===== config.mk =====
export PLATFORM = sky130hd
export DESIGN_NAME = binary_max_heap_core_flat
export DESIGN_NICKNAME = d
export VERILOG_FILES = /design/src/rtl/bmh_pkg.sv /design/src/rtl/bmh_in_if.sv /design/src/rtl/bmh_out_if.sv /design/src/rtl/bmh_useq.sv /design/src/rtl/bmh_dpath.sv /design/src/rtl/binary_max_heap_core.sv /design/src/flat_wrapper.sv
export SDC_FILE = /design/constraint.sdc
export NUM_CORES = 2
export LEC_CHECK = 0
export BUFFER_PORTS_ARGS = -buffer_cell sky130_fd_sc_hd__buf_4
export CAP_MARGIN = 20
export CORE_UTILIZATION = 40
export DETAILED_ROUTE_END_ITERATION = 8
export HOLD_SLACK_MARGIN = 0.12
export PLACE_DENSITY_LB_ADDON = 0.3
export SLEW_MARGIN = 20
export SYNTH_ARGS = -nofsm -noshare
export SYNTH_HDL_FRONTEND = slang
export SYNTH_SLANG_ARGS = --single-unit

===== constraint.sdc =====
create_clock -name clk -period 8.1 [get_ports clk]
set_clock_uncertainty 0.05 [all_clocks]
set_input_delay 1.215 -clock clk [delete_from_list [all_inputs] [get_ports clk]]
set_output_delay 1.215 -clock clk [all_outputs]
set_load 0.01 [all_outputs]

===== src/rtl/bmh_pkg.sv =====
package bmh_pkg;

  localparam int DEF_HEAP_DEPTH = 128;
  localparam int DEF_KEY_WIDTH  = 32;

  // fixed port widths
  localparam int KEY_PORT_W   = 32;
  localparam int COUNT_PORT_W = 8;
  localparam int STATUS_W     = 2;

  typedef logic [STATUS_W-1:0] status_t;
  localparam status_t ST_DONE  = 2'd0;
  localparam status_t ST_FULL  = 2'd1;
  localparam status_t ST_EMPTY = 2'd2;

  localparam int PC_W = 4;
  typedef logic [PC_W-1:0] pc_t;

  // microprogram step addresses
  localparam pc_t S_I0   = 4'd0;
  localparam pc_t S_U0   = 4'd1;
  localparam pc_t S_U1   = 4'd2;
  localparam pc_t S_PUT  = 4'd3;
  localparam pc_t S_R0   = 4'd4;
  localparam pc_t S_R1   = 4'd5;
  localparam pc_t S_D0   = 4'd6;
  localparam pc_t S_D1   = 4'd7;
  localparam pc_t S_D2   = 4'd8;
  localparam pc_t S_D3   = 4'd9;
  localparam pc_t S_RF   = 4'd10;
  localparam pc_t S_RE   = 4'd11;
  localparam pc_t S_FIN  = 4'd12;
  localparam pc_t S_IDLE = 4'd13;

  // jump conditions
  typedef logic [3:0] cond_t;
  localparam cond_t C_NEVER     = 4'd0;
  localparam cond_t C_FULL      = 4'd1;
  localparam cond_t C_EMPTY     = 4'd2;
  localparam cond_t C_ROOT      = 4'd3;
  localparam cond_t C_NOT_GT_RD = 4'd4;
  localparam cond_t C_NO_LEFT   = 4'd5;
  localparam cond_t C_NO_RIGHT  = 4'd6;
  localparam cond_t C_NOT_GT_A  = 4'd7;
  localparam cond_t C_OUT_BUSY  = 4'd8;

  // memory read slot
  typedef logic [2:0] rd_t;
  localparam rd_t RD_NONE   = 3'd0;
  localparam rd_t RD_PARENT = 3'd1;
  localparam rd_t RD_LAST   = 3'd2;
  localparam rd_t RD_LEFT   = 3'd3;
  localparam rd_t RD_RIGHT  = 3'd4;

  // memory write data
  typedef logic [1:0] wr_t;
  localparam wr_t WR_NONE  = 2'd0;
  localparam wr_t WR_RDATA = 2'd1;
  localparam wr_t WR_KEY   = 2'd2;
  localparam wr_t WR_A     = 2'd3;

  // position register update
  typedef logic [2:0] pos_op_t;
  localparam pos_op_t P_KEEP    = 3'd0;
  localparam pos_op_t P_NEWLAST = 3'd1;
  localparam pos_op_t P_ROOT    = 3'd2;
  localparam pos_op_t P_PARENT  = 3'd3;
  localparam pos_op_t P_PICK    = 3'd4;

  typedef logic [1:0] cnt_op_t;
  localparam cnt_op_t N_KEEP = 2'd0;
  localparam cnt_op_t N_INC  = 2'd1;
  localparam cnt_op_t N_DEC  = 2'd2;

  // child candidate register update
  typedef logic [1:0] a_op_t;
  localparam a_op_t A_KEEP  = 2'd0;
  localparam a_op_t A_LEFT  = 2'd1;
  localparam a_op_t A_MAX   = 2'd2;

  // rd, wr, pos, cnt and done act only when the jump is not taken
  typedef struct packed {
    cond_t   cond;
    pc_t     jt;
    pc_t     nt;
    rd_t     rd;
    wr_t     wr;
    pos_op_t pos;
    cnt_op_t cnt;
    logic    key_ld;
    a_op_t   a_op;
    logic    stat_ld;
    status_t stat;
    logic    done;
    logic    idle;
  } uop_t;

  typedef struct packed {
    uop_t uop;
    logic act;
    logic load;
  } ctl_t;

  typedef struct packed {
    logic full;
    logic empty;
    logic root;
    logic not_gt_rd;
    logic no_left;
    logic no_right;
    logic not_gt_a;
    logic out_busy;
  } flags_t;

  function automatic uop_t ucode(input pc_t pc);
    uop_t u;
    u         = '0;
    u.cond    = C_NEVER;
    u.jt      = S_IDLE;
    u.nt      = pc + 4'd1;
    u.rd      = RD_NONE;
    u.wr      = WR_NONE;
    u.pos     = P_KEEP;
    u.cnt     = N_KEEP;
    u.a_op    = A_KEEP;
    u.stat    = ST_DONE;
    case (pc)
      S_I0: begin
        u.cond = C_FULL;      u.jt = S_RF;
        u.cnt  = N_INC;       u.pos = P_NEWLAST;
      end
      S_U0: begin
        u.cond = C_ROOT;      u.jt = S_PUT;
        u.rd   = RD_PARENT;
      end
      S_U1: begin
        u.cond = C_NOT_GT_RD; u.jt = S_PUT;
        u.wr   = WR_RDATA;    u.pos = P_PARENT;   u.nt = S_U0;
      end
      S_PUT: begin
        u.wr = WR_KEY;        u.nt = S_FIN;
      end
      S_R0: begin
        u.cond = C_EMPTY;     u.jt = S_RE;
        u.rd   = RD_LAST;
      end
      S_R1: begin
        u.key_ld = 1'b1;      u.cnt = N_DEC;      u.pos = P_ROOT;
      end
      S_D0: begin
        u.cond = C_NO_LEFT;   u.jt = S_PUT;
        u.rd   = RD_LEFT;
      end
      S_D1: begin
        u.cond = C_NO_RIGHT;  u.jt = S_D3;
        u.a_op = A_LEFT;      u.rd = RD_RIGHT;
      end
      S_D2: begin
        u.a_op = A_MAX;
      end
      S_D3: begin
        u.cond = C_NOT_GT_A;  u.jt = S_PUT;
        u.wr   = WR_A;        u.pos = P_PICK;     u.nt = S_D0;
      end
      S_RF: begin
        u.stat_ld = 1'b1;     u.stat = ST_FULL;   u.nt = S_FIN;
      end
      S_RE: begin
        u.stat_ld = 1'b1;     u.stat = ST_EMPTY;  u.nt = S_FIN;
      end
      S_FIN: begin
        u.cond = C_OUT_BUSY;  u.jt = S_FIN;
        u.done = 1'b1;        u.nt = S_IDLE;
      end
      S_IDLE: begin
        u.idle = 1'b1;        u.nt = S_IDLE;
      end
      default: begin
        u.nt = S_IDLE;
      end
    endcase
    return u;
  endfunction

endpackage


===== src/rtl/bmh_in_if.sv =====
interface bmh_in_if;
  logic                                  valid;
  logic                                  ready;
  logic                                  req_type;
  logic signed [bmh_pkg::KEY_PORT_W-1:0] key_value;

  modport source (output valid, req_type, key_value, input ready);
  modport sink   (input valid, req_type, key_value, output ready);
endinterface


===== src/rtl/bmh_out_if.sv =====
interface bmh_out_if;
  logic                                  valid;
  logic                                  ready;
  logic signed [bmh_pkg::KEY_PORT_W-1:0] top_value;
  logic [bmh_pkg::COUNT_PORT_W-1:0]      entry_count;
  logic [bmh_pkg::STATUS_W-1:0]          status;

  modport source (output valid, top_value, entry_count, status, input ready);
  modport sink   (input valid, top_value, entry_count, status, output ready);
endinterface


===== src/rtl/bmh_useq.sv =====
module bmh_useq (
  input  logic            clk,
  input  logic            rst_n,
  bmh_in_if.sink          in_ch,
  input  bmh_pkg::flags_t flags,
  output bmh_pkg::ctl_t   ctl
);

  bmh_pkg::pc_t  pc_r, pc_nxt;
  bmh_pkg::uop_t uop;
  logic          taken;
  logic          fire;

  assign uop         = bmh_pkg::ucode(pc_r);
  assign in_ch.ready = uop.idle;
  assign fire        = in_ch.valid & uop.idle;

  always_comb begin
    case (uop.cond)
      bmh_pkg::C_NEVER:     taken = 1'b0;
      bmh_pkg::C_FULL:      taken = flags.full;
      bmh_pkg::C_EMPTY:     taken = flags.empty;
      bmh_pkg::C_ROOT:      taken = flags.root;
      bmh_pkg::C_NOT_GT_RD: taken = flags.not_gt_rd;
      bmh_pkg::C_NO_LEFT:   taken = flags.no_left;
      bmh_pkg::C_NO_RIGHT:  taken = flags.no_right;
      bmh_pkg::C_NOT_GT_A:  taken = flags.not_gt_a;
      bmh_pkg::C_OUT_BUSY:  taken = flags.out_busy;
      default:              taken = 1'b0;
    endcase
  end

  always_comb begin
    if (uop.idle) begin
      if (fire) begin
        pc_nxt = in_ch.req_type ? bmh_pkg::S_R0 : bmh_pkg::S_I0;
      end else begin
        pc_nxt = bmh_pkg::S_IDLE;
      end
    end else begin
      pc_nxt = taken ? uop.jt : uop.nt;
    end
  end

  always_ff @(posedge clk) begin
    if (!rst_n) begin
      pc_r <= bmh_pkg::S_IDLE;
    end else begin
      pc_r <= pc_nxt;
    end
  end

  assign ctl.uop  = uop;
  assign ctl.act  = ~taken;
  assign ctl.load = fire;

endmodule


===== src/rtl/bmh_dpath.sv =====
module bmh_dpath #(
  parameter int HEAP_DEPTH = bmh_pkg::DEF_HEAP_DEPTH,
  parameter int KEY_WIDTH  = bmh_pkg::DEF_KEY_WIDTH
) (
  input  logic                                  clk,
  input  logic                                  rst_n,
  input  bmh_pkg::ctl_t                         ctl,
  input  logic signed [bmh_pkg::KEY_PORT_W-1:0] key_in,
  output bmh_pkg::flags_t                       flags,
  bmh_out_if.source                             out_ch
);

  localparam int CW = $clog2(HEAP_DEPTH + 1);
  localparam int AW = $clog2(HEAP_DEPTH);

  logic signed [KEY_WIDTH-1:0] mem [HEAP_DEPTH];

  logic [CW-1:0]               cnt_r, cnt_nxt;
  logic [CW-1:0]               pos_r, pos_nxt;
  logic [CW-1:0]               pick_r;
  logic signed [KEY_WIDTH-1:0] key_r, a_r, top_r, rdata_r;
  bmh_pkg::status_t            stat_r;

  logic                                  out_valid_r;
  logic signed [bmh_pkg::KEY_PORT_W-1:0] out_top_r;
  logic [bmh_pkg::COUNT_PORT_W-1:0]      out_cnt_r;
  bmh_pkg::status_t                      out_stat_r;

  logic [CW:0]                 left, right, rd_slot, rd_m1, wr_m1;
  logic [CW-1:0]               parent;
  logic                        re, we;
  logic [AW-1:0]               raddr, waddr;
  logic signed [KEY_WIDTH-1:0] wdata;
  logic signed [63:0]          key_ext;
  logic [63:0]                 top_ext;
  logic [31:0]                 cnt_ext;
  logic                        rd_gt_a;

  assign left    = {pos_r, 1'b0};
  assign right   = left + 1'b1;
  assign parent  = pos_r >> 1;
  assign key_ext = 64'(key_in);
  assign rd_gt_a = rdata_r > a_r;

  // status flags for the sequencer
  assign flags.full      = cnt_r == CW'(HEAP_DEPTH);
  assign flags.empty     = cnt_r == '0;
  assign flags.root      = pos_r == CW'(1);
  assign flags.not_gt_rd = ~(key_r > rdata_r);
  assign flags.no_left   = left > {1'b0, cnt_r};
  assign flags.no_right  = right > {1'b0, cnt_r};
  assign flags.not_gt_a  = ~(a_r > key_r);
  assign flags.out_busy  = out_valid_r & ~out_ch.ready;

  always_comb begin
    case (ctl.uop.rd)
      bmh_pkg::RD_PARENT: rd_slot = {1'b0, parent};
      bmh_pkg::RD_LAST:   rd_slot = {1'b0, cnt_r};
      bmh_pkg::RD_LEFT:   rd_slot = left;
      bmh_pkg::RD_RIGHT:  rd_slot = right;
      default:            rd_slot = {1'b0, cnt_r};
    endcase
  end

  // slots are one-based
  assign rd_m1 = rd_slot - 1'b1;
  assign wr_m1 = {1'b0, pos_r} - 1'b1;
  assign raddr = rd_m1[AW-1:0];
  assign waddr = wr_m1[AW-1:0];
  assign re    = ctl.act & (ctl.uop.rd != bmh_pkg::RD_NONE);
  assign we    = ctl.act & (ctl.uop.wr != bmh_pkg::WR_NONE);

  always_comb begin
    case (ctl.uop.wr)
      bmh_pkg::WR_RDATA: wdata = rdata_r;
      bmh_pkg::WR_KEY:   wdata = key_r;
      bmh_pkg::WR_A:     wdata = a_r;
      default:           wdata = key_r;
    endcase
  end

  always_ff @(posedge clk) begin
    if (we) begin
      mem[waddr] <= wdata;
    end
    if (re) begin
      rdata_r <= mem[raddr];
    end
  end

  always_comb begin
    cnt_nxt = cnt_r;
    if (ctl.act) begin
      case (ctl.uop.cnt)
        bmh_pkg::N_INC: cnt_nxt = cnt_r + 1'b1;
        bmh_pkg::N_DEC: cnt_nxt = cnt_r - 1'b1;
        default:        cnt_nxt = cnt_r;
      endcase
    end
  end

  always_comb begin
    pos_nxt = pos_r;
    if (ctl.act) begin
      case (ctl.uop.pos)
        bmh_pkg::P_NEWLAST: pos_nxt = cnt_r + 1'b1;
        bmh_pkg::P_ROOT:    pos_nxt = CW'(1);
        bmh_pkg::P_PARENT:  pos_nxt = parent;
        bmh_pkg::P_PICK:    pos_nxt = pick_r;
        default:            pos_nxt = pos_r;
      endcase
    end
  end

  always_ff @(posedge clk) begin
    if (!rst_n) begin
      cnt_r <= '0;
    end else begin
      cnt_r <= cnt_nxt;
    end
  end

  always_ff @(posedge clk) begin
    pos_r <= pos_nxt;
    if (ctl.load) begin
      key_r  <= key_ext[KEY_WIDTH-1:0];
      stat_r <= bmh_pkg::ST_DONE;
    end else if (ctl.uop.key_ld) begin
      key_r <= rdata_r;
    end
    if (ctl.uop.stat_ld) begin
      stat_r <= ctl.uop.stat;
    end
    case (ctl.uop.a_op)
      bmh_pkg::A_LEFT: begin
        a_r    <= rdata_r;
        pick_r <= left[CW-1:0];
      end
      bmh_pkg::A_MAX: begin
        if (rd_gt_a) begin
          a_r    <= rdata_r;
          pick_r <= right[CW-1:0];
        end
      end
      default: begin
      end
    endcase
    // shadow of slot one for the result
    if (we && flags.root) begin
      top_r <= wdata;
    end
  end

  assign top_ext = (cnt_r != '0) ? 64'($unsigned(top_r)) : 64'd0;
  assign cnt_ext = 32'(cnt_r);

  always_ff @(posedge clk) begin
    if (!rst_n) begin
      out_valid_r <= 1'b0;
    end else if (ctl.uop.done && ctl.act) begin
      out_valid_r <= 1'b1;
    end else if (out_ch.ready) begin
      out_valid_r <= 1'b0;
    end
  end

  always_ff @(posedge clk) begin
    if (ctl.uop.done && ctl.act) begin
      out_top_r  <= top_ext[bmh_pkg::KEY_PORT_W-1:0];
      out_cnt_r  <= cnt_ext[bmh_pkg::COUNT_PORT_W-1:0];
      out_stat_r <= stat_r;
    end
  end

  assign out_ch.valid       = out_valid_r;
  assign out_ch.top_value   = out_top_r;
  assign out_ch.entry_count = out_cnt_r;
  assign out_ch.status      = out_stat_r;

endmodule


===== src/rtl/binary_max_heap_core.sv =====
// binary max-heap priority queue: each input beat either inserts a signed key
// (req_type 0) or removes the root (req_type 1), and every request returns one
// result beat with the maximum after the request (zero when empty), the entry
// count and a status (done, insert rejected full, removal rejected empty).
// keys live in a single-port-style memory of HEAP_DEPTH entries that is never
// cleared; only slots 1 to the count are read. a small microprogram steps a
// hole through the tree. an insert moves the hole up from the new last slot
// until it reaches the root or a compare stops the key, then writes the key and
// reports; a removal fetches the last key, moves the hole down level by level,
// makes a last check of the children (no child, left child only, two children),
// then writes the key and reports. the key moves at most log2(HEAP_DEPTH) levels.
// a rejected request goes straight to reporting. each level costs one registered
// memory read per key compared and one write, which sets the rate.
// one request is in flight at a time; a new input beat is taken in the cycle
// after the result is loaded, while that result still sits in the output
// register. the reporting step holds as long as an older result waits there.
module binary_max_heap_core #(
  parameter int HEAP_DEPTH = bmh_pkg::DEF_HEAP_DEPTH,
  parameter int KEY_WIDTH  = bmh_pkg::DEF_KEY_WIDTH
) (
  input logic       clk,
  input logic       rst_n,
  bmh_in_if.sink    in_ch,
  bmh_out_if.source out_ch
);

  // control word of the current step, plus jump outcome and input load
  bmh_pkg::ctl_t   ctl;
  // datapath conditions the microprogram branches on
  bmh_pkg::flags_t flags;

  // step counter and microcode rom
  bmh_useq u_useq (
    .clk   (clk),
    .rst_n (rst_n),
    .in_ch (in_ch),
    .flags (flags),
    .ctl   (ctl)
  );

  // key memory, count, hole position and result register
  bmh_dpath #(
    .HEAP_DEPTH (HEAP_DEPTH),
    .KEY_WIDTH  (KEY_WIDTH)
  ) u_dpath (
    .clk    (clk),
    .rst_n  (rst_n),
    .ctl    (ctl),
    .key_in (in_ch.key_value),
    .flags  (flags),
    .out_ch (out_ch)
  );

endmodule

===== src/flat_wrapper.sv =====
// flat-port wrapper written by rule: the top's interface ports become plain ports
module binary_max_heap_core_flat 
#(
  parameter int HEAP_DEPTH = bmh_pkg::DEF_HEAP_DEPTH,
  parameter int KEY_WIDTH  = bmh_pkg::DEF_KEY_WIDTH
)
  (clk, rst_n, in_ch_valid, in_ch_req_type, in_ch_key_value, in_ch_ready, out_ch_valid, out_ch_top_value, out_ch_entry_count, out_ch_status, out_ch_ready);
  bmh_in_if in_ch_i ();
  bmh_out_if out_ch_i ();
  input logic clk;
  input logic rst_n;
  input wire logic [$bits(in_ch_i.valid)-1:0] in_ch_valid;
  input wire logic [$bits(in_ch_i.req_type)-1:0] in_ch_req_type;
  input wire logic [$bits(in_ch_i.key_value)-1:0] in_ch_key_value;
  output wire logic [$bits(in_ch_i.ready)-1:0] in_ch_ready;
  output wire logic [$bits(out_ch_i.valid)-1:0] out_ch_valid;
  output wire logic [$bits(out_ch_i.top_value)-1:0] out_ch_top_value;
  output wire logic [$bits(out_ch_i.entry_count)-1:0] out_ch_entry_count;
  output wire logic [$bits(out_ch_i.status)-1:0] out_ch_status;
  input wire logic [$bits(out_ch_i.ready)-1:0] out_ch_ready;
  assign in_ch_i.valid = in_ch_valid;
  assign in_ch_i.req_type = in_ch_req_type;
  assign in_ch_i.key_value = in_ch_key_value;
  assign in_ch_ready = in_ch_i.ready;
  assign out_ch_valid = out_ch_i.valid;
  assign out_ch_top_value = out_ch_i.top_value;
  assign out_ch_entry_count = out_ch_i.entry_count;
  assign out_ch_status = out_ch_i.status;
  assign out_ch_i.ready = out_ch_ready;
  binary_max_heap_core #(.HEAP_DEPTH(HEAP_DEPTH), .KEY_WIDTH(KEY_WIDTH)) u_core (.clk(clk), .rst_n(rst_n), .in_ch(in_ch_i), .out_ch(out_ch_i));
endmodule

==> impl_results.md <==
* Resized cells post-CTS at 0
* Fin crit period at 7.12 ns
* GRT Util Overall at 22.0%
* Layout area overhead at 13.9%
* CTS root buf: clkbuf_16
* DP HPWL at 277,000 um
* Count leader, synth: edfxtp_1
* Vias in the first global route at about 84k
* Fin Hold WS at 0.372 ns
* Area share of the largest cell type after synthesis at 76.5%
* DRC violations left at 0
* Crit path from: u_core.u_useq.pc_r[0]
* Top post-synthesis cells by area: edfxtp_1 (76%), mux4_2 (15%), nand3_1 (1.0%), mux2i_1 (0.95%), ha_1 (0.86%)
* CP max stage cell: o21ai_0
* Drt pass-1 iters at 8
* Total number of yosys warnings at 0
* GRT overflow at 0
* Final setup vio count at 0
* R2r setup slk at between 0.9 and 1 ns
* Vias at 85.7k
* Final setup TNS at 0 ns
* Post-synth top flop: edfxtp_1
* Async S/R FF share, synth at 0%
* Util after Layout at ~46%
* Initial Util at 40.3%
* RSZ-0062 raised after global routing: no
* H-tree Lvls at 5
* Worst-Skew Late Latency at 1.00 ns
* CTS tree: done
* Post-synth EDFFs at 4,284
* IO Port Bufs at 80
* Critical path peak fanout at 38
* Hold_sp: u_core.u_dpath.stat_r[1]
* Yosys top cell by area: edfxtp_1
* WL/cell at 33.8 um
* Register bit count reported by yosys at 4,297
* Rows at ~240
* Die W at 651 um
* Status: finished clean
* IO Count at 81
* Synth top cells by count: edfxtp_1 (4,284), mux4_2 (1,090), nand3_1 (342), clkbuf_1 (271), mux2i_1 (159)
* CP arrival at 7.78 ns
* Clock Sinks at 4,297
* Hold Buf Count CTS at 0
* Crit start category: flip-flop
* WL final at 475,000 um
* Placer Congestion at 0.864
* CTS buffer count at 426
* CP Cell Sequence: inv_1 -> ha_1 -> or3b_4 -> a31oi_1 -> o22a_4 -> inv_1 -> ha_4 -> buf_12 -> buf_4 -> buf_4 -> mux4_2 -> nand4_1 -> o21ai_0 -> o21ai_0 -> nand4_1 -> or4_1
* Register-to-Register Path Depth at 16
* Worst hold path endpoint: u_core.u_dpath.out_ch.status[1]
* Syn Nets at 7,955
* Synthesized instance count at 7,803
* Setup Crit Path Kind: reg -> reg
* Worst path max stage delay at 0.83 ns
* Distinct cell type count after synthesis at 67
* Fmax at 141 MHz
* Initial antenna violation count at between 40 and 50
* Overall die area at around 0.42 mm2
* Setup bufs post-CTS at 0
* Slew Limit Fails at 0
* Hold Path Stages at 0
* Largest net degree at the start of global routing at 119
* HP Class: reg -> reg
* Core outline area at 0.418 mm2
* Period Utilization, post-route at 87.8%
* Fillers at 34.2k
* Post-Syn Area at around 0.17 mm2
* # nets final at roughly 8.3k
* Tightest Pin Transition at around 1.3 ns
* Longest Clk Path Bufs at 4
* Via density at 6.09
* Reg2reg end: u_core.u_dpath.rdata_r[29]
* Layout cells sized above 1 at approximately 28%
* Max Cap Violations at 0
* CP endpoint kind: flip-flop
* Worst path required time at 8.77 ns
* Clock slew at reported path FFs at 0.06 ns
* Post-route ant nets at 0
* RR Startpoint: u_core.u_useq.pc_r[0]
* DRT iter0 DRCs at 13.3k
* Global-route wire length before repair at 662,000 um
* Rel. slew slack at 13.7%
* Synth Area per Inst at ~22 um2
* Count of final hold-check violations at 0
* Post-synthesis sequential area ratio at 76.6%
* Die H at 651 um
## routing by layer
layer | vias to the layer above | track usage [%] | wire [um]
met3 | 751 | 4.95 | 52800
li1 | 33900 | - | -
met2 | 5093 | 33.4 | 216000
met5 | - | 0 | 74
met1 | 45900 | 31.3 | 187000
met4 | 12 | 7.93 | 19200
## kinds of logic after synthesis
family	synth area share [%]
AND/OR/NAND/NOR	2.74
adder cells (fa/ha/maj)	0.855
flip-flops	76.6
XOR/XNOR	0.0937
buffers and inverters	1.51
AO/OA/AOI/OAI	2.39
multiplexers	15.8
## cells in the final DEF (no fill, tap or decap), types with 49 or more instances in the layout
cell type	netlist	routed
a22oi_1	113	113
o211ai_1	154	154
clkbuf_16	0	432
nand2_1	107	105
clkinv_1	0	88
nor3_2	1	131
nor2b_1	50	49
clkbuf_1	271	94
buf_4	8	383
mux4_2	1090	1090
mux2i_1	159	159
o21ai_0	109	109
clkinv_2	0	85
nand4_1	107	107
ha_1	115	114
edfxtp_1	4284	4284
nand3_1	342	341
inv_1	154	122
## registers in the layout, summed over array words and instances (netlist names)
name / flops
u_core.u_dpath.out_ch.entry_count: 8
u_core.u_dpath.cnt_r: 8
u_core.u_dpath.mem: 4096
u_core.u_dpath.pos_r: 8
u_core.u_dpath.out_ch.status: 2
u_core.u_dpath.out_ch.top_value: 32
u_core.u_dpath.out_ch.valid: 1
u_core.u_dpath.rdata_r: 32
u_core.u_dpath.top_r: 32
u_core.u_dpath.pick_r: 8
u_core.u_dpath.a_r: 32
u_core.u_dpath.stat_r: 2
u_core.u_dpath.key_r: 32
u_core.u_useq.pc_r: 4
## critical path: cells and delay by family (launching register included)
kind	cells	cell delay, ns
flops	1	0.41
simple gates	4	1.93
fa+ha+maj	2	1.09
mux	1	0.33
compound gates	4	1.67
buf+inv	5	1.28
## worst max path at each step
stage	end	cells after the start	slack, ns
after floorplan	u_core.u_dpath.mem[112][0]	13	2.50
final	u_core.u_dpath.rdata_r[29]	16	0.98
after global placement	u_core.u_dpath.rdata_r[4]	12	0.94
after CTS	u_core.u_dpath.rdata_r[5]	13	1.09
after detailed placement	u_core.u_dpath.rdata_r[5]	13	1.10
after global routing	u_core.u_dpath.rdata_r[5]	13	0.79
## cell type report
class | instances | area, um2 | share of cell area, %
timing repair buffer | 432 | 3790 | 1.98
clock inverter | 253 | 2580 | 1.35
clock buffer | 527 | 11200 | 5.83
tap | 5497 | 6880 | 3.59
sequential | 4297 | 129000 | 67.2
antenna | 21 | 52.6 | 0.0274
multi-input combinational | 2883 | 37700 | 19.6
inverter | 154 | 658 | 0.343
## through the flow
step	cells	setup WS [ns]	instance area (um2)
floorplan	7803	2.50	168000
global placement	13200	0.944	178000
detailed placement	13300	1.10	178000
CTS	14000	1.09	192000
global route	14000	0.792	192000
finish	14100	0.985	192000
Power is left out: the tool's default activity adds up to more than one toggle a clock period on the data nets, which glitch-free logic cannot reach.
